### src/rtl/core/tsoa_pkg.sv
// ============================================================================
// tsoa_pkg: shared definitions for the three-stack store
// Command and status codes, field widths, parameter defaults and the
// controller/datapath command and status structs.
// ============================================================================
package tsoa_pkg;

    localparam int DEPTH_DEF      = 16;
    localparam int DATA_WIDTH_DEF = 32;

    localparam int CMD_W    = 3;
    localparam int STATUS_W = 2;
    localparam int VALUE_W  = 32;
    localparam int COUNT_W  = 5;

    localparam logic [CMD_W-1:0] CMD_PUSH_LEFT  = 3'd0;
    localparam logic [CMD_W-1:0] CMD_PUSH_MID   = 3'd1;
    localparam logic [CMD_W-1:0] CMD_PUSH_RIGHT = 3'd2;
    localparam logic [CMD_W-1:0] CMD_POP_LEFT   = 3'd3;
    localparam logic [CMD_W-1:0] CMD_POP_MID    = 3'd4;
    localparam logic [CMD_W-1:0] CMD_POP_RIGHT  = 3'd5;
    localparam logic [CMD_W-1:0] CMD_PEEK       = 3'd6;

    localparam logic [STATUS_W-1:0] ST_OK       = 2'd0;
    localparam logic [STATUS_W-1:0] ST_OVERFLOW = 2'd1;
    localparam logic [STATUS_W-1:0] ST_EMPTY    = 2'd2;

    localparam logic [1:0] TOP_LEFT  = 2'd0;
    localparam logic [1:0] TOP_MID   = 2'd1;
    localparam logic [1:0] TOP_RIGHT = 2'd2;

    typedef struct packed {
        logic                capture;
        logic                idx_init;
        logic                shift_rd;
        logic                shift_wr;
        logic                push_wr;
        logic                ptr_upd;
        logic                top_rd;
        logic [1:0]          top_rd_sel;
        logic                top_cap;
        logic [1:0]          top_cap_sel;
        logic                status_ld;
        logic [STATUS_W-1:0] status_val;
        logic                out_load;
    } ctl_t;

    typedef struct packed {
        logic [CMD_W-1:0] cmd;
        logic             full;
        logic             left_zero;
        logic             mid_zero;
        logic             right_zero;
        logic             shift_more;
        logic             out_free;
    } stat_t;

endpackage

### src/rtl/core/tsoa_req_if.sv
// ============================================================================
// tsoa_req_if: request channel
// Valid/ready channel carrying one command and its push value.
// ============================================================================
interface tsoa_req_if;
    logic                                 valid;
    logic                                 ready;
    logic [tsoa_pkg::CMD_W-1:0]           cmd;
    logic signed [tsoa_pkg::VALUE_W-1:0]  push_value;

    modport source (output valid, output cmd, output push_value, input ready);
    modport sink (input valid, input cmd, input push_value, output ready);
endinterface

### src/rtl/core/tsoa_rsp_if.sv
// ============================================================================
// tsoa_rsp_if: response channel
// Valid/ready channel carrying status, three top values and three counts.
// ============================================================================
interface tsoa_rsp_if;
    logic                                 valid;
    logic                                 ready;
    logic [tsoa_pkg::STATUS_W-1:0]        status;
    logic signed [tsoa_pkg::VALUE_W-1:0]  left_top_value;
    logic signed [tsoa_pkg::VALUE_W-1:0]  mid_top_value;
    logic signed [tsoa_pkg::VALUE_W-1:0]  right_top_value;
    logic [tsoa_pkg::COUNT_W-1:0]         left_count;
    logic [tsoa_pkg::COUNT_W-1:0]         mid_count;
    logic [tsoa_pkg::COUNT_W-1:0]         right_count;

    modport source (
        output valid, output status,
        output left_top_value, output mid_top_value, output right_top_value,
        output left_count, output mid_count, output right_count,
        input ready
    );
    modport sink (
        input valid, input status,
        input left_top_value, input mid_top_value, input right_top_value,
        input left_count, input mid_count, input right_count,
        output ready
    );
endinterface

### src/rtl/core/tsoa_datapath.sv
// ============================================================================
// tsoa_datapath: store, stack pointers and result registers
// Holds the shared store, the three stack pointers, the shift index, the
// top-value registers and the response register, all under controller
// command.
// ============================================================================
module tsoa_datapath #(
    parameter int DEPTH      = tsoa_pkg::DEPTH_DEF,
    parameter int DATA_WIDTH = tsoa_pkg::DATA_WIDTH_DEF
) (
    input  logic                                 clk,
    input  logic                                 rst_n,
    input  tsoa_pkg::ctl_t                       ctl,
    output tsoa_pkg::stat_t                      stat,
    input  logic [tsoa_pkg::CMD_W-1:0]           req_cmd,
    input  logic signed [tsoa_pkg::VALUE_W-1:0]  req_push_value,
    output logic                                 rsp_valid,
    input  logic                                 rsp_ready,
    output logic [tsoa_pkg::STATUS_W-1:0]        rsp_status,
    output logic signed [tsoa_pkg::VALUE_W-1:0]  rsp_left_top_value,
    output logic signed [tsoa_pkg::VALUE_W-1:0]  rsp_mid_top_value,
    output logic signed [tsoa_pkg::VALUE_W-1:0]  rsp_right_top_value,
    output logic [tsoa_pkg::COUNT_W-1:0]         rsp_left_count,
    output logic [tsoa_pkg::COUNT_W-1:0]         rsp_mid_count,
    output logic [tsoa_pkg::COUNT_W-1:0]         rsp_right_count
);

    localparam int AW = (DEPTH > 1) ? $clog2(DEPTH) : 1;
    localparam int CW = $clog2(DEPTH + 1);
    localparam int VW = tsoa_pkg::VALUE_W;
    localparam int XW = (DATA_WIDTH > VW) ? DATA_WIDTH : VW;
    localparam int EW = (CW > tsoa_pkg::COUNT_W) ? CW : tsoa_pkg::COUNT_W;

    logic [DATA_WIDTH-1:0]         mem [DEPTH];

    logic [tsoa_pkg::CMD_W-1:0]    cmd_reg;
    logic [DATA_WIDTH-1:0]         value_reg;
    logic [CW-1:0]                 left_end_reg;
    logic [CW-1:0]                 mid_end_reg;
    logic [CW-1:0]                 right_used_reg;
    logic [CW-1:0]                 left_end_next;
    logic [CW-1:0]                 mid_end_next;
    logic [CW-1:0]                 right_used_next;
    logic [CW-1:0]                 idx_reg;
    logic [DATA_WIDTH-1:0]         rd_data_reg;
    logic [VW-1:0]                 left_top_reg;
    logic [VW-1:0]                 mid_top_reg;
    logic [VW-1:0]                 right_top_reg;
    logic [tsoa_pkg::STATUS_W-1:0] status_reg;
    logic                          out_valid_reg;
    logic [tsoa_pkg::STATUS_W-1:0] out_status_reg;
    logic [VW-1:0]                 out_left_top_reg;
    logic [VW-1:0]                 out_mid_top_reg;
    logic [VW-1:0]                 out_right_top_reg;
    logic [tsoa_pkg::COUNT_W-1:0]  out_left_count_reg;
    logic [tsoa_pkg::COUNT_W-1:0]  out_mid_count_reg;
    logic [tsoa_pkg::COUNT_W-1:0]  out_right_count_reg;

    logic                          up_dir;
    logic [CW:0]                   fill_sum;
    logic [CW-1:0]                 rd_ptr;
    logic [CW-1:0]                 wr_ptr;
    logic                          rd_en;
    logic                          wr_en;
    logic [DATA_WIDTH-1:0]         wr_data;
    logic [XW-1:0]                 push_wide;
    logic [XW-1:0]                 rd_wide;
    logic                          cap_empty;
    logic [CW-1:0]                 mid_used;
    logic [EW-1:0]                 left_count_wide;
    logic [EW-1:0]                 mid_count_wide;
    logic [EW-1:0]                 right_count_wide;

    assign up_dir   = (cmd_reg == tsoa_pkg::CMD_PUSH_LEFT);
    assign fill_sum = {1'b0, mid_end_reg} + {1'b0, right_used_reg};
    assign mid_used = mid_end_reg - left_end_reg;

    assign push_wide = XW'($unsigned(req_push_value));
    assign rd_wide   = XW'(rd_data_reg);

    assign stat.cmd         = cmd_reg;
    assign stat.full        = (fill_sum == (CW+1)'(DEPTH));
    assign stat.left_zero   = (left_end_reg == '0);
    assign stat.mid_zero    = (mid_end_reg == left_end_reg);
    assign stat.right_zero  = (right_used_reg == '0);
    assign stat.shift_more  = up_dir ? (idx_reg > left_end_reg)
                                     : (({1'b0, idx_reg} + (CW+1)'(1)) < {1'b0, mid_end_reg});
    assign stat.out_free    = !out_valid_reg || rsp_ready;

    // store ports
    always_comb
    begin
        rd_en = ctl.shift_rd || ctl.top_rd;
        if (ctl.shift_rd)
        begin
            rd_ptr = up_dir ? (idx_reg - CW'(1)) : (idx_reg + CW'(1));
        end
        else
        begin
            unique case (ctl.top_rd_sel)
                tsoa_pkg::TOP_LEFT:  rd_ptr = left_end_reg - CW'(1);
                tsoa_pkg::TOP_MID:   rd_ptr = mid_end_reg - CW'(1);
                default:             rd_ptr = CW'(DEPTH) - right_used_reg;
            endcase
        end
    end

    always_comb
    begin
        wr_en   = ctl.shift_wr || ctl.push_wr;
        wr_data = ctl.shift_wr ? rd_data_reg : value_reg;
        if (ctl.shift_wr)
        begin
            wr_ptr = idx_reg;
        end
        else
        begin
            unique case (cmd_reg)
                tsoa_pkg::CMD_PUSH_LEFT: wr_ptr = left_end_reg;
                tsoa_pkg::CMD_PUSH_MID:  wr_ptr = mid_end_reg;
                default:                 wr_ptr = CW'(DEPTH - 1) - right_used_reg;
            endcase
        end
    end

    always_ff @(posedge clk)
    begin
        if (wr_en)
        begin
            mem[wr_ptr[AW-1:0]] <= wr_data;
        end
        if (rd_en)
        begin
            rd_data_reg <= mem[rd_ptr[AW-1:0]];
        end
    end

    // pointer update for a command that passed its checks
    always_comb
    begin
        left_end_next   = left_end_reg;
        mid_end_next    = mid_end_reg;
        right_used_next = right_used_reg;
        unique case (cmd_reg)
            tsoa_pkg::CMD_PUSH_LEFT:
            begin
                left_end_next = left_end_reg + CW'(1);
                mid_end_next  = mid_end_reg + CW'(1);
            end
            tsoa_pkg::CMD_PUSH_MID:   mid_end_next    = mid_end_reg + CW'(1);
            tsoa_pkg::CMD_PUSH_RIGHT: right_used_next = right_used_reg + CW'(1);
            tsoa_pkg::CMD_POP_LEFT:
            begin
                left_end_next = left_end_reg - CW'(1);
                mid_end_next  = mid_end_reg - CW'(1);
            end
            tsoa_pkg::CMD_POP_MID:    mid_end_next    = mid_end_reg - CW'(1);
            tsoa_pkg::CMD_POP_RIGHT:  right_used_next = right_used_reg - CW'(1);
            default:                  ;
        endcase
    end

    always_ff @(posedge clk or negedge rst_n)
    begin
        if (!rst_n)
        begin
            left_end_reg   <= '0;
            mid_end_reg    <= '0;
            right_used_reg <= '0;
        end
        else if (ctl.ptr_upd)
        begin
            left_end_reg   <= left_end_next;
            mid_end_reg    <= mid_end_next;
            right_used_reg <= right_used_next;
        end
    end

    // request capture and shift index
    always_ff @(posedge clk)
    begin
        if (ctl.capture)
        begin
            cmd_reg   <= req_cmd;
            value_reg <= push_wide[DATA_WIDTH-1:0];
        end
        if (ctl.idx_init)
        begin
            idx_reg <= up_dir ? mid_end_reg : (left_end_reg - CW'(1));
        end
        else if (ctl.shift_wr)
        begin
            idx_reg <= up_dir ? (idx_reg - CW'(1)) : (idx_reg + CW'(1));
        end
        if (ctl.status_ld)
        begin
            status_reg <= ctl.status_val;
        end
    end

    // top values
    always_comb
    begin
        unique case (ctl.top_cap_sel)
            tsoa_pkg::TOP_LEFT: cap_empty = stat.left_zero;
            tsoa_pkg::TOP_MID:  cap_empty = stat.mid_zero;
            default:            cap_empty = stat.right_zero;
        endcase
    end

    always_ff @(posedge clk)
    begin
        if (ctl.top_cap)
        begin
            unique case (ctl.top_cap_sel)
                tsoa_pkg::TOP_LEFT: left_top_reg  <= cap_empty ? '0 : rd_wide[VW-1:0];
                tsoa_pkg::TOP_MID:  mid_top_reg   <= cap_empty ? '0 : rd_wide[VW-1:0];
                default:            right_top_reg <= cap_empty ? '0 : rd_wide[VW-1:0];
            endcase
        end
    end

    // response register
    assign left_count_wide  = EW'(left_end_reg);
    assign mid_count_wide   = EW'(mid_used);
    assign right_count_wide = EW'(right_used_reg);

    always_ff @(posedge clk or negedge rst_n)
    begin
        if (!rst_n)
        begin
            out_valid_reg <= 1'b0;
        end
        else if (ctl.out_load)
        begin
            out_valid_reg <= 1'b1;
        end
        else if (rsp_ready)
        begin
            out_valid_reg <= 1'b0;
        end
    end

    always_ff @(posedge clk)
    begin
        if (ctl.out_load)
        begin
            out_status_reg      <= status_reg;
            out_left_top_reg    <= left_top_reg;
            out_mid_top_reg     <= mid_top_reg;
            out_right_top_reg   <= right_top_reg;
            out_left_count_reg  <= left_count_wide[tsoa_pkg::COUNT_W-1:0];
            out_mid_count_reg   <= mid_count_wide[tsoa_pkg::COUNT_W-1:0];
            out_right_count_reg <= right_count_wide[tsoa_pkg::COUNT_W-1:0];
        end
    end

    assign rsp_valid           = out_valid_reg;
    assign rsp_status          = out_status_reg;
    assign rsp_left_top_value  = out_left_top_reg;
    assign rsp_mid_top_value   = out_mid_top_reg;
    assign rsp_right_top_value = out_right_top_reg;
    assign rsp_left_count      = out_left_count_reg;
    assign rsp_mid_count       = out_mid_count_reg;
    assign rsp_right_count     = out_right_count_reg;

endmodule

### src/rtl/core/tsoa_ctrl.sv
// ============================================================================
// tsoa_ctrl: command sequencer
// Decodes each request, runs the middle-stack shift one entry at a time,
// reads back the three tops and hands the response to the output register.
// ============================================================================
module tsoa_ctrl (
    input  logic            clk,
    input  logic            rst_n,
    input  logic            req_valid,
    output logic            req_ready,
    input  tsoa_pkg::stat_t stat,
    output tsoa_pkg::ctl_t  ctl
);

    localparam logic [3:0] S_IDLE     = 4'd0;
    localparam logic [3:0] S_DECODE   = 4'd1;
    localparam logic [3:0] S_SHIFT_RD = 4'd2;
    localparam logic [3:0] S_SHIFT_WR = 4'd3;
    localparam logic [3:0] S_PUSH     = 4'd4;
    localparam logic [3:0] S_PTR      = 4'd5;
    localparam logic [3:0] S_TOP_L    = 4'd6;
    localparam logic [3:0] S_TOP_M    = 4'd7;
    localparam logic [3:0] S_TOP_R    = 4'd8;
    localparam logic [3:0] S_TOP_CAP  = 4'd9;
    localparam logic [3:0] S_OUT      = 4'd10;

    logic [3:0] state_reg;
    logic [3:0] state_next;

    assign req_ready = (state_reg == S_IDLE);

    always_comb
    begin
        ctl        = '0;
        state_next = state_reg;
        unique case (state_reg)
            S_IDLE:
            begin
                if (req_valid)
                begin
                    ctl.capture = 1'b1;
                    state_next  = S_DECODE;
                end
            end
            S_DECODE:
            begin
                ctl.status_ld  = 1'b1;
                ctl.status_val = tsoa_pkg::ST_OK;
                unique case (stat.cmd)
                    tsoa_pkg::CMD_PUSH_LEFT:
                    begin
                        if (stat.full)
                        begin
                            ctl.status_val = tsoa_pkg::ST_OVERFLOW;
                            state_next     = S_TOP_L;
                        end
                        else
                        begin
                            ctl.idx_init = 1'b1;
                            state_next   = S_SHIFT_RD;
                        end
                    end
                    tsoa_pkg::CMD_PUSH_MID, tsoa_pkg::CMD_PUSH_RIGHT:
                    begin
                        if (stat.full)
                        begin
                            ctl.status_val = tsoa_pkg::ST_OVERFLOW;
                            state_next     = S_TOP_L;
                        end
                        else
                        begin
                            state_next = S_PUSH;
                        end
                    end
                    tsoa_pkg::CMD_POP_LEFT:
                    begin
                        if (stat.left_zero)
                        begin
                            ctl.status_val = tsoa_pkg::ST_EMPTY;
                            state_next     = S_TOP_L;
                        end
                        else
                        begin
                            ctl.idx_init = 1'b1;
                            state_next   = S_SHIFT_RD;
                        end
                    end
                    tsoa_pkg::CMD_POP_MID:
                    begin
                        if (stat.mid_zero)
                        begin
                            ctl.status_val = tsoa_pkg::ST_EMPTY;
                            state_next     = S_TOP_L;
                        end
                        else
                        begin
                            state_next = S_PTR;
                        end
                    end
                    tsoa_pkg::CMD_POP_RIGHT:
                    begin
                        if (stat.right_zero)
                        begin
                            ctl.status_val = tsoa_pkg::ST_EMPTY;
                            state_next     = S_TOP_L;
                        end
                        else
                        begin
                            state_next = S_PTR;
                        end
                    end
                    default:
                    begin
                        state_next = S_TOP_L;
                    end
                endcase
            end
            S_SHIFT_RD:
            begin
                if (stat.shift_more)
                begin
                    ctl.shift_rd = 1'b1;
                    state_next   = S_SHIFT_WR;
                end
                else if (stat.cmd == tsoa_pkg::CMD_PUSH_LEFT)
                begin
                    state_next = S_PUSH;
                end
                else
                begin
                    state_next = S_PTR;
                end
            end
            S_SHIFT_WR:
            begin
                ctl.shift_wr = 1'b1;
                state_next   = S_SHIFT_RD;
            end
            S_PUSH:
            begin
                ctl.push_wr = 1'b1;
                ctl.ptr_upd = 1'b1;
                state_next  = S_TOP_L;
            end
            S_PTR:
            begin
                ctl.ptr_upd = 1'b1;
                state_next  = S_TOP_L;
            end
            S_TOP_L:
            begin
                ctl.top_rd     = 1'b1;
                ctl.top_rd_sel = tsoa_pkg::TOP_LEFT;
                state_next     = S_TOP_M;
            end
            S_TOP_M:
            begin
                ctl.top_cap     = 1'b1;
                ctl.top_cap_sel = tsoa_pkg::TOP_LEFT;
                ctl.top_rd      = 1'b1;
                ctl.top_rd_sel  = tsoa_pkg::TOP_MID;
                state_next      = S_TOP_R;
            end
            S_TOP_R:
            begin
                ctl.top_cap     = 1'b1;
                ctl.top_cap_sel = tsoa_pkg::TOP_MID;
                ctl.top_rd      = 1'b1;
                ctl.top_rd_sel  = tsoa_pkg::TOP_RIGHT;
                state_next      = S_TOP_CAP;
            end
            S_TOP_CAP:
            begin
                ctl.top_cap     = 1'b1;
                ctl.top_cap_sel = tsoa_pkg::TOP_RIGHT;
                state_next      = S_OUT;
            end
            S_OUT:
            begin
                if (stat.out_free)
                begin
                    ctl.out_load = 1'b1;
                    state_next   = S_IDLE;
                end
            end
            default:
            begin
                state_next = S_IDLE;
            end
        endcase
    end

    always_ff @(posedge clk or negedge rst_n)
    begin
        if (!rst_n)
        begin
            state_reg <= S_IDLE;
        end
        else
        begin
            state_reg <= state_next;
        end
    end

endmodule

### src/rtl/core/three_stacks_one_array.sv
// ============================================================================
// three_stacks_one_array: three stacks kept in one shared store
// Left stack grows up from entry 0, middle stack sits right above it, right
// stack grows down from the top entry.
//
//   channel  dir  payload
//   req      in   cmd, push_value
//   rsp      out  status, left/mid/right_top_value, left/mid/right_count
//
// One request at a time. A left push or pop first shifts the middle stack
// one entry at a time, up to DEPTH-1 entries, each read and then written
// back through the store. The next request is taken once the response is
// loaded into the output register. Reset clears the three stack pointers;
// the store is not cleared. A new request is taken while a response waits;
// a stalled response holds the last step.
// ============================================================================
module three_stacks_one_array #(
    parameter int DEPTH      = tsoa_pkg::DEPTH_DEF,
    parameter int DATA_WIDTH = tsoa_pkg::DATA_WIDTH_DEF
) (
    input  logic       clk,
    input  logic       rst_n,
    tsoa_req_if.sink   req,
    tsoa_rsp_if.source rsp
);

    tsoa_pkg::ctl_t  ctl;
    tsoa_pkg::stat_t stat;

    tsoa_ctrl u_ctrl (
        .clk       (clk),
        .rst_n     (rst_n),
        .req_valid (req.valid),
        .req_ready (req.ready),
        .stat      (stat),
        .ctl       (ctl)
    );

    tsoa_datapath #(
        .DEPTH      (DEPTH),
        .DATA_WIDTH (DATA_WIDTH)
    ) u_datapath (
        .clk                 (clk),
        .rst_n               (rst_n),
        .ctl                 (ctl),
        .stat                (stat),
        .req_cmd             (req.cmd),
        .req_push_value      (req.push_value),
        .rsp_valid           (rsp.valid),
        .rsp_ready           (rsp.ready),
        .rsp_status          (rsp.status),
        .rsp_left_top_value  (rsp.left_top_value),
        .rsp_mid_top_value   (rsp.mid_top_value),
        .rsp_right_top_value (rsp.right_top_value),
        .rsp_left_count      (rsp.left_count),
        .rsp_mid_count       (rsp.mid_count),
        .rsp_right_count     (rsp.right_count)
    );

endmodule
### src/flat_wrapper.sv
// flat-port wrapper written by rule: the top's interface ports become plain ports
module three_stacks_one_array_flat 
#(
    parameter int DEPTH      = tsoa_pkg::DEPTH_DEF,
    parameter int DATA_WIDTH = tsoa_pkg::DATA_WIDTH_DEF
)
  (clk, rst_n, req_valid, req_cmd, req_push_value, req_ready, rsp_valid, rsp_status, rsp_left_top_value, rsp_mid_top_value, rsp_right_top_value, rsp_left_count, rsp_mid_count, rsp_right_count, rsp_ready);
  tsoa_req_if req_i ();
  tsoa_rsp_if rsp_i ();
  input  logic clk;
  input  logic rst_n;
  input wire logic [$bits(req_i.valid)-1:0] req_valid;
  input wire logic [$bits(req_i.cmd)-1:0] req_cmd;
  input wire logic [$bits(req_i.push_value)-1:0] req_push_value;
  output wire logic [$bits(req_i.ready)-1:0] req_ready;
  output wire logic [$bits(rsp_i.valid)-1:0] rsp_valid;
  output wire logic [$bits(rsp_i.status)-1:0] rsp_status;
  output wire logic [$bits(rsp_i.left_top_value)-1:0] rsp_left_top_value;
  output wire logic [$bits(rsp_i.mid_top_value)-1:0] rsp_mid_top_value;
  output wire logic [$bits(rsp_i.right_top_value)-1:0] rsp_right_top_value;
  output wire logic [$bits(rsp_i.left_count)-1:0] rsp_left_count;
  output wire logic [$bits(rsp_i.mid_count)-1:0] rsp_mid_count;
  output wire logic [$bits(rsp_i.right_count)-1:0] rsp_right_count;
  input wire logic [$bits(rsp_i.ready)-1:0] rsp_ready;
  assign req_i.valid = req_valid;
  assign req_i.cmd = req_cmd;
  assign req_i.push_value = req_push_value;
  assign req_ready = req_i.ready;
  assign rsp_valid = rsp_i.valid;
  assign rsp_status = rsp_i.status;
  assign rsp_left_top_value = rsp_i.left_top_value;
  assign rsp_mid_top_value = rsp_i.mid_top_value;
  assign rsp_right_top_value = rsp_i.right_top_value;
  assign rsp_left_count = rsp_i.left_count;
  assign rsp_mid_count = rsp_i.mid_count;
  assign rsp_right_count = rsp_i.right_count;
  assign rsp_i.ready = rsp_ready;
  three_stacks_one_array #(.DEPTH(DEPTH), .DATA_WIDTH(DATA_WIDTH)) u_core (.clk(clk), .rst_n(rst_n), .req(req_i), .rsp(rsp_i));
endmodule
### config.mk
export PLATFORM = sky130hd
export DESIGN_NAME = three_stacks_one_array_flat
export DESIGN_NICKNAME = d
export VERILOG_FILES = /design/src/rtl/core/tsoa_pkg.sv /design/src/rtl/core/tsoa_req_if.sv /design/src/rtl/core/tsoa_rsp_if.sv /design/src/rtl/core/tsoa_datapath.sv /design/src/rtl/core/tsoa_ctrl.sv /design/src/rtl/core/three_stacks_one_array.sv /design/src/flat_wrapper.sv
export SDC_FILE = /design/constraint.sdc
export NUM_CORES = 1
export LEC_CHECK = 0
export ABC_AREA = 1
export ABC_CLOCK_PERIOD_IN_PS = 7100
export BUFFER_PORTS_ARGS = -buffer_cell sky130_fd_sc_hd__buf_4
export CAP_MARGIN = 20
export CORE_MARGIN = 2
export CORE_UTILIZATION = 40
export CTS_CLUSTER_DIAMETER = 60
export DETAILED_ROUTE_END_ITERATION = 6
export PLACE_DENSITY = 0.58
export SLEW_MARGIN = 5
export SYNTH_ARGS = -nofsm -noshare
export SYNTH_HDL_FRONTEND = slang
export SYNTH_SLANG_ARGS = --single-unit
export TNS_END_PERCENT = 1
### constraint.sdc
create_clock -name clk -period 7.1 [get_ports clk]
set_clock_uncertainty 0.15 [all_clocks]
set_input_delay 1.42 -clock clk [delete_from_list [all_inputs] [get_ports clk]]
set_output_delay 1.42 -clock clk [all_outputs]
set_load 0.05 [all_outputs]
==> key figures, run 1 <==
GRT
  – Congestion Overflow GR: 0
  – Number of global-route vias before repair: 20800
  – Antenna violations before repair: 2
  – Largest net degree at the start of global routing: between 100 and 150
  – Gr usage total: roughly a fifth
  – First-pass GRT wire length: ~130 mm

Final layout
  – Max reg flops: approximately 500
  – Nets: 3230
  – Share of post-route cells with drive strength above 1: 12.1%
  – P&R area growth vs syn: 15.7%

Drt
  – DR vias: ~22000
  – Post-DRT Antenna Nets: 0
  – Drt first pass iters: 6
  – Initial DRC count: between 2000 and 2500
  – DRC viols: 0
  – Routed wire per std cell: about 20 um
  – Vias per cell: roughly 5.0
  – Routed WL: between 80 and 90 mm

STA
  – RSZ-0062 raised after global routing: false
  – Final setup fails: 0
  – Final min period: around 4.5 ns
  – Slew Limit Fails: 0
  – Setup TNS: 0 ns
  – Max Fclk: 221 MHz
  – Final hold vios: 0
  – Least-Margin Pin Slew: 1.13 ns
  – Max_slew headroom: 24.4%
  – Setup ws final: between 2 and 3 ns
  – Fin crit share: between 60% and 70%

Place
  – Gpl congestion: about 0.87
  – Port Buffers: 153
  – DP Wirelength: 46.4 mm
  – Post-Place Setup Slack: 2.62 ns

Die
  – Starting Density: approximately two fifths
  – Die W: 297 um
  – Row cnt: around 110
  – Core area: roughly 85000 um2
  – IO Pins: between 150 and 200
  – Area of the die: about 88000 um2
  – Die height: just under 300 um

Worst setup path
  – Req. time, crit path: about 7.3 ns
  – Worst Reg2Reg Path Length in Cells: 16
  – CP arrival: around 4.8 ns
  – Critical path's slowest cell: nand2_2
  – CP Class: reg2reg
  – End of the critical path: u_core.u_datapath.rd_data_reg[24]
  – R2r startpoint: u_core.u_datapath.left_count_wide[2]
  – Cells along the critical path: inv_1 > ha_1 > nand2_1 > nor2_1 > nand2_1 > nand3_1 > nand2_1 > a21oi_2 > nand2_4 > inv_2 > nand2_1 > nand2_2 > inv_1 > buf_4 > nand3_1 > nand2_1
  – CP Launch Point: u_core.u_datapath.left_count_wide[2]
  – Most used cell, CP: nand2_1
  – Crit. End Element: register
  – Worst path max stage delay: 0.82 ns
  – Crit-path max FO: 33
  – Worst setup SP type: register
  – RR Endpoint: u_core.u_datapath.rd_data_reg[24]
  – Flop2flop setup slack: roughly 2.6 ns

Logic synthesis
  – Synthesized instance count: approximately 3000
  – Mapped cell area: around 34000 um2
  – Top FF cell, synth: edfxtp_1
  – Post-synth EDFFs: approximately 800
  – Syn nets: ~3100
  – Ys Warns: 0
  – Synth async-reset ratio: ~2.5%
  – Mean Syn Cell Area: about 11 um2
  – Seq cells post-synth: ~800
  – Synth cell types: 43
  – Seq/Total Area, Yosys: between 70% and 80%

Clock tree
  – Post-CTS setup buffer count: 0
  – CTS tree: done
  – Clk_lat worst skew: 0.64 ns
  – Clock Tree Root: clkbuf_16
  – Clock tree buffer depth: 3
  – Number of CTS-inserted buffers: 81
  – H-tree depth: 3
  – # hold bufs at CTS: 0
  – Sink Count: ~820
  – Post-CTS sizing: 0
  – Clock transition at the registers of the reported paths: 0.06 ns

Power and ir drop
  – Total chip power: between 15 and 20 mW
  – Static leakage: between 15 and 20 nW
  – Peak supply drop: between 0.4 and 0.5 mV
  – Pwr dens: approximately 500 nW/um2

Outcome
  – Status: completed

Min path
  – Hold Path Class: reg2reg

Flow run
  – Max-cap violations: 0
-- placed cells by master, fill, tap and decap left out, types with 2 or more instances in the layout --
cell	count
edfxtp_1	795
nand3_1	631
inv_1	613
nand2_1	499
buf_4	218
clkbuf_16	81
nor2_1	65
o21ai_0	63
ha_1	30
nor2_4	21
dfrtp_1	20
xor2_1	19
a21oi_1	19
clkinv_1	17
clkbuf_1	16
clkinv_2	12
inv_2	11
bufinv_16	10
xnor2_1	7
nor3_1	4
a31oi_1	4
nand2_2	4
nand2_4	4
fa_1	4
buf_12	4
o211ai_1	3
o21ai_4	3
o22ai_1	3
a221oi_1	3
a22oi_1	3
inv_16	3
inv_6	3
nand4_1	2
nor2_2	2
a21oi_2	2
or2_2	2
o221ai_1	2
clkinv_8	2
-- worst min-delay path by stage --
stage	cells past startpoint	start	endpoint
floorplan	0	u_core.u_datapath.left_top_reg[0]	u_core.u_datapath.rsp_left_top_value[0]
global placement	0	u_core.u_datapath.right_top_reg[19]	u_core.u_datapath.rsp_right_top_value[19]
detailed placement	0	u_core.u_datapath.left_top_reg[24]	u_core.u_datapath.rsp_left_top_value[24]
CTS	0	u_core.u_datapath.mid_top_reg[21]	u_core.u_datapath.rsp_mid_top_value[21]
global route	0	u_core.u_datapath.mid_top_reg[31]	u_core.u_datapath.rsp_mid_top_value[31]
finish	0	u_core.u_datapath.left_top_reg[0]	u_core.u_datapath.rsp_left_top_value[0]
-- routing by layer --
layer	wire, um	vias to the layer above	track usage, %
met4	1600	4	5.08
met3	6110	133	3.11
li1	-	10300	-
met5	19	-	0
met1	38400	10600	27.8
met2	40200	782	31.9
-- report_power, final --
| group | switching [mW] | leakage (nW) | internal (mW) |
|---|---|---|---|
| Combinational | 6.26 | 7.56 | 2.30 |
| Clock | 1.84 | 1.30 | 2.49 |
| Sequential | 0.256 | 7.44 | 6.56 |
| Total | 8.35 | 16.3 | 11.4 |
-- synthesized netlist by cell type (4+ instances only) --
cell type / number / area (um2)
nand2_2: 4 / 25.0
buf_2: 60 / 300
edfxtp_1: 795 / 23900
nor2_1: 84 / 315
clkbuf_1: 44 / 165
buf_1: 7 / 26.3
fa_1: 4 / 80.1
a31oi_1: 4 / 25.0
a21oi_1: 19 / 95.1
buf_4: 7 / 52.6
ha_1: 30 / 375
inv_1: 614 / 2300
nand3_1: 631 / 3160
inv_2: 10 / 37.5
xnor2_1: 7 / 61.3
nor3_1: 4 / 20.0
buf_6: 12 / 135
nand2_1: 501 / 1880
o21ai_0: 64 / 320
dfrtp_1: 20 / 500
xor2_1: 19 / 166
-- area by class of cell --
type | count | area (um2)
tap | 1144 | 1430
antenna | 1 | 2.50
clock inverter | 49 | 586
fill | 7585 | 45400
inverter | 625 | 2350
clock buffer | 97 | 2090
timing repair buffer | 222 | 1720
sequential | 815 | 24400
multi-input combinational | 1412 | 7070
-- metrics by stage --
stage	cells	utilization (%)	area [um2]	hold slack, ns
after global routing	4364	46.6	39600	0.271
after CTS	4364	46.6	39600	0.268
after floorplan	2982	-	34200	0.250
after global placement	4217	43.4	36900	0.251
final	4365	46.6	39600	0.265
after detailed placement	4218	43.5	36900	0.255
-- logic make-up after synthesis --
kind of cell,share of synthesized area (%)
compound gates,1.86
buf+inv,8.83
xor+xnor,0.665
fa+ha+maj,1.33
simple gates,16.1
flops,71.2
-- critical path, delay by kind of cell (launching register included) --
kind,cells,cell delay (ns)
and+or+nand+nor,10,1.72
buffers and inverters,4,1.17
DFF,1,0.50
AOI/OAI and AO/OA,1,0.36
adders and majority gates,1,0.32
Note: power is estimated with default switching activity, not from simulation.
==> run 2, diff against run 1 <==
- ABC_AREA: 1 -> 0
- ABC_CLOCK_PERIOD_IN_PS: 7100 -> 4700
- clock period: 7.1 -> 4.7 ns (I/O delays scaled with it)
==> run 2 against run 1 <==
  * Non-clock buffer count shrank 9
  * Sequential power grew 51%
  * Die area shrank 6.1%
  * Worst hold slack lost 0.20 ns
  * Cell area shrank 4.9%
  * Total power grew 41%
  * Synthesized cell count shrank 33%
  * Area after synthesis shrank 6.2%
  * Combinational power grew 26%
  * Clock power grew 52%
  * First-iteration DRC count shrank 23%
==> key figures, run 2 <==
Outcome
  – Status: completed

Final layout
  – Share of post-route cells with drive strength above 1: slightly below 20%
  – P&R area growth vs syn: 17.3%
  – Commonest cells after routing, fill and taps aside: 795 x edfxtp_1, 294 x nand2_1, 187 x buf_4
  – Leading cell type in the layout, fill and taps excluded: edfxtp_1
  – Max reg flops: 512
  – Non-Filler Instances: 3296
  – Diodes inserted: 0
  – Nets: ~2200

Logic synthesis
  – Post-synth EDFFs: ~800
  – Ys Warns: 0
  – Top-count cell post-synth: edfxtp_1
  – Synth cell types: a little under 60
  – Top FF cell, synth: edfxtp_1
  – Seq cells post-synth: around 820
  – Most frequent cells after synthesis: 795 x edfxtp_1, 294 x nand2_1, 130 x nor3b_1
  – Synthesized instance count: 2011
  – Seq/Total Area, Yosys: 75.9%
  – Share of the synthesized area in the top cell type: between 70% and 80%
  – Mapped cell area: between 30000 and 40000 um2
  – Synth async-reset ratio: roughly 2.5%
  – Mean Syn Cell Area: about 16 um2
  – Leading area contributor after synthesis: edfxtp_1
  – Synth top area cells: edfxtp_1 74%, a311oi_1 3.5%, nand2_1 3.4%
  – Syn nets: about 2100

Worst setup path
  – Crit-path max FO: between 40 and 50
  – CP arrival: 4.57 ns
  – Worst Reg2Reg Path Length in Cells: 10
  – Crit. End Element: register
  – Worst setup SP type: register
  – CP Class: reg2reg
  – Req. time, crit path: between 4 and 5 ns

Clock tree
  – Clock Tree Root: clkbuf_16
  – Number of CTS-inserted buffers: a little over 80
  – Clock tree buffer depth: 3
  – Post-CTS sizing: 0
  – Clock transition at the registers of the reported paths: 0.06 ns
  – # hold bufs at CTS: 0
  – Post-CTS setup buffer count: 0
  – H-tree depth: 3
  – Clk_lat worst skew: approximately 0.64 ns
  – CTS tree: done
  – Sink Count: between 800 and 900

GRT
  – M1 GR Usage: between 20% and 30%
  – Congestion Overflow GR: 0
  – Number of global-route vias before repair: 18000
  – Busiest grt layer: met2
  – Met3 Resource Use GR: between 2 and 3%
  – First-pass GRT wire length: ~110 mm
  – Met2 Usage GRT: between 30 and 40%
  – Antenna violations before repair: 4
  – Largest net degree at the start of global routing: 175
  – Gr usage total: 18.6%

STA
  – Max Fclk: 229 MHz
  – RSZ-0062 raised after global routing: false
  – Least-Margin Pin Slew: roughly 0.95 ns
  – Setup ws final: 0.327 ns
  – Setup TNS: 0 ns
  – Final setup fails: 0
  – Final min period: between 4 and 5 ns
  – Worst hold slack: roughly 0.068 ns
  – Fin crit share: between 90% and 100%
  – Max_slew headroom: a little over a third
  – Final hold vios: 0
  – Slew Limit Fails: 0

Drt
  – Vias per cell: about 5.5
  – Drt first pass iters: 6
  – Post-DRT Antenna Nets: 0
  – Routed WL: roughly 77 mm
  – Routed wire per std cell: 23.5 um
  – DRC viols: 0
  – DR vias: 18100
  – Initial DRC count: ~1600

Die
  – IO Pins: approximately 150
  – Area of the die: roughly 83000 um2
  – Starting Density: 40.5%
  – Die W: between 200 and 300 um
  – Core area: about 79000 um2
  – Row cnt: around 100
  – Die height: approximately 290 um

Place
  – Gpl congestion: 0.846
  – Placed cell count: 3140
  – Post-Place Setup Slack: about 0.34 ns
  – DP Wirelength: 41.8 mm
  – Port Buffers: ~150

Power and ir drop
  – Static leakage: about 12 nW
  – Pwr dens: about 740 nW/um2
  – Peak supply drop: about 1.2 mV

Flow run
  – Max-cap violations: 0

Min path
  – Hold Path Class: in2async
## run 2: metal layers
metal | routed length [um] | vias up
met1 | 33400 | 9226
met3 | 4400 | 127
met5 | 0 | -
met2 | 37700 | 560
met4 | 1920 | 0
li1 | - | 8177
## run 2: cells by family (layout without fill, tap and decap cells)
logic type	count (synthesis)	in the layout	share of synthesized area, %
AND/OR/NAND/NOR	589	589	9.54
adder cells (fa/ha/maj)	34	34	1.42
AO/OA/AOI/OAI	336	336	8.52
flip-flops	815	815	75.9
multiplexers	43	43	1.50
XOR/XNOR	35	35	0.954
buffers and inverters	159	394	2.20
## run 2: stage by stage
| step | instance area [um2] | utilization, % | power [mW] |
|---|---|---|---|
| 2_1_floorplan | 32100 | - | 17.5 |
| 3_3_place_gp | 34900 | 44.0 | 21.0 |
| 3_5_place_dp | 34900 | 44.1 | 21.3 |
| 4_1_cts | 37700 | 47.5 | 27.9 |
| 5_1_grt | 37700 | 47.6 | 29.1 |
| 6_report | 37700 | 47.6 | 27.7 |
## run 2: worst max-delay path, stage by stage, from the launching register on
cell and delay (ns):
edfxtp_1 0.56, ha_1 0.39, ha_1 0.28, a2111oi_1 0.54
o211ai_2 0.23, and2_1 0.31, mux2_8 0.52, buf_4 0.27
a211oi_1 0.21, a311oi_1 0.08, or4_1 0.51
## run 2: cell type report
type / count / area [um2]
Clock inverter: 53 / 544
Sequential cell: 815 / 24400
Multi-Input combinational cell: 1037 / 7240
Timing Repair Buffer: 213 / 1930
Fill cell: 6676 / 41600
Tap cell: 1050 / 1310
Inverter: 26 / 98.8
Clock buffer: 102 / 2190
## run 2: report_power, final
group	switching, mW	internal, mW	total (mW)
registers	0.536	9.80	10.3
clock network	2.74	3.84	6.58
logic	7.28	3.51	10.8
total	10.6	17.2	27.7
## run 2: final timing paths
path,start,endpoint,slack (ns)
worst max-delay path,u_core.u_datapath.idx_reg[0],u_core.u_datapath.rd_data_reg[23],0.33
worst min-delay path,rst_n,u_core.u_datapath.left_count_wide[1],0.07
worst max register to register,u_core.u_datapath.idx_reg[0],u_core.u_datapath.rd_data_reg[23],0.33
worst min register to register,u_core.u_datapath.mid_top_reg[29],u_core.u_datapath.rsp_mid_top_value[29],0.26
max in group asynchronous,rst_n,u_core.u_datapath.mid_end_reg[4],4.09
min in group clk,u_core.u_datapath.mid_top_reg[29],u_core.u_datapath.rsp_mid_top_value[29],0.26
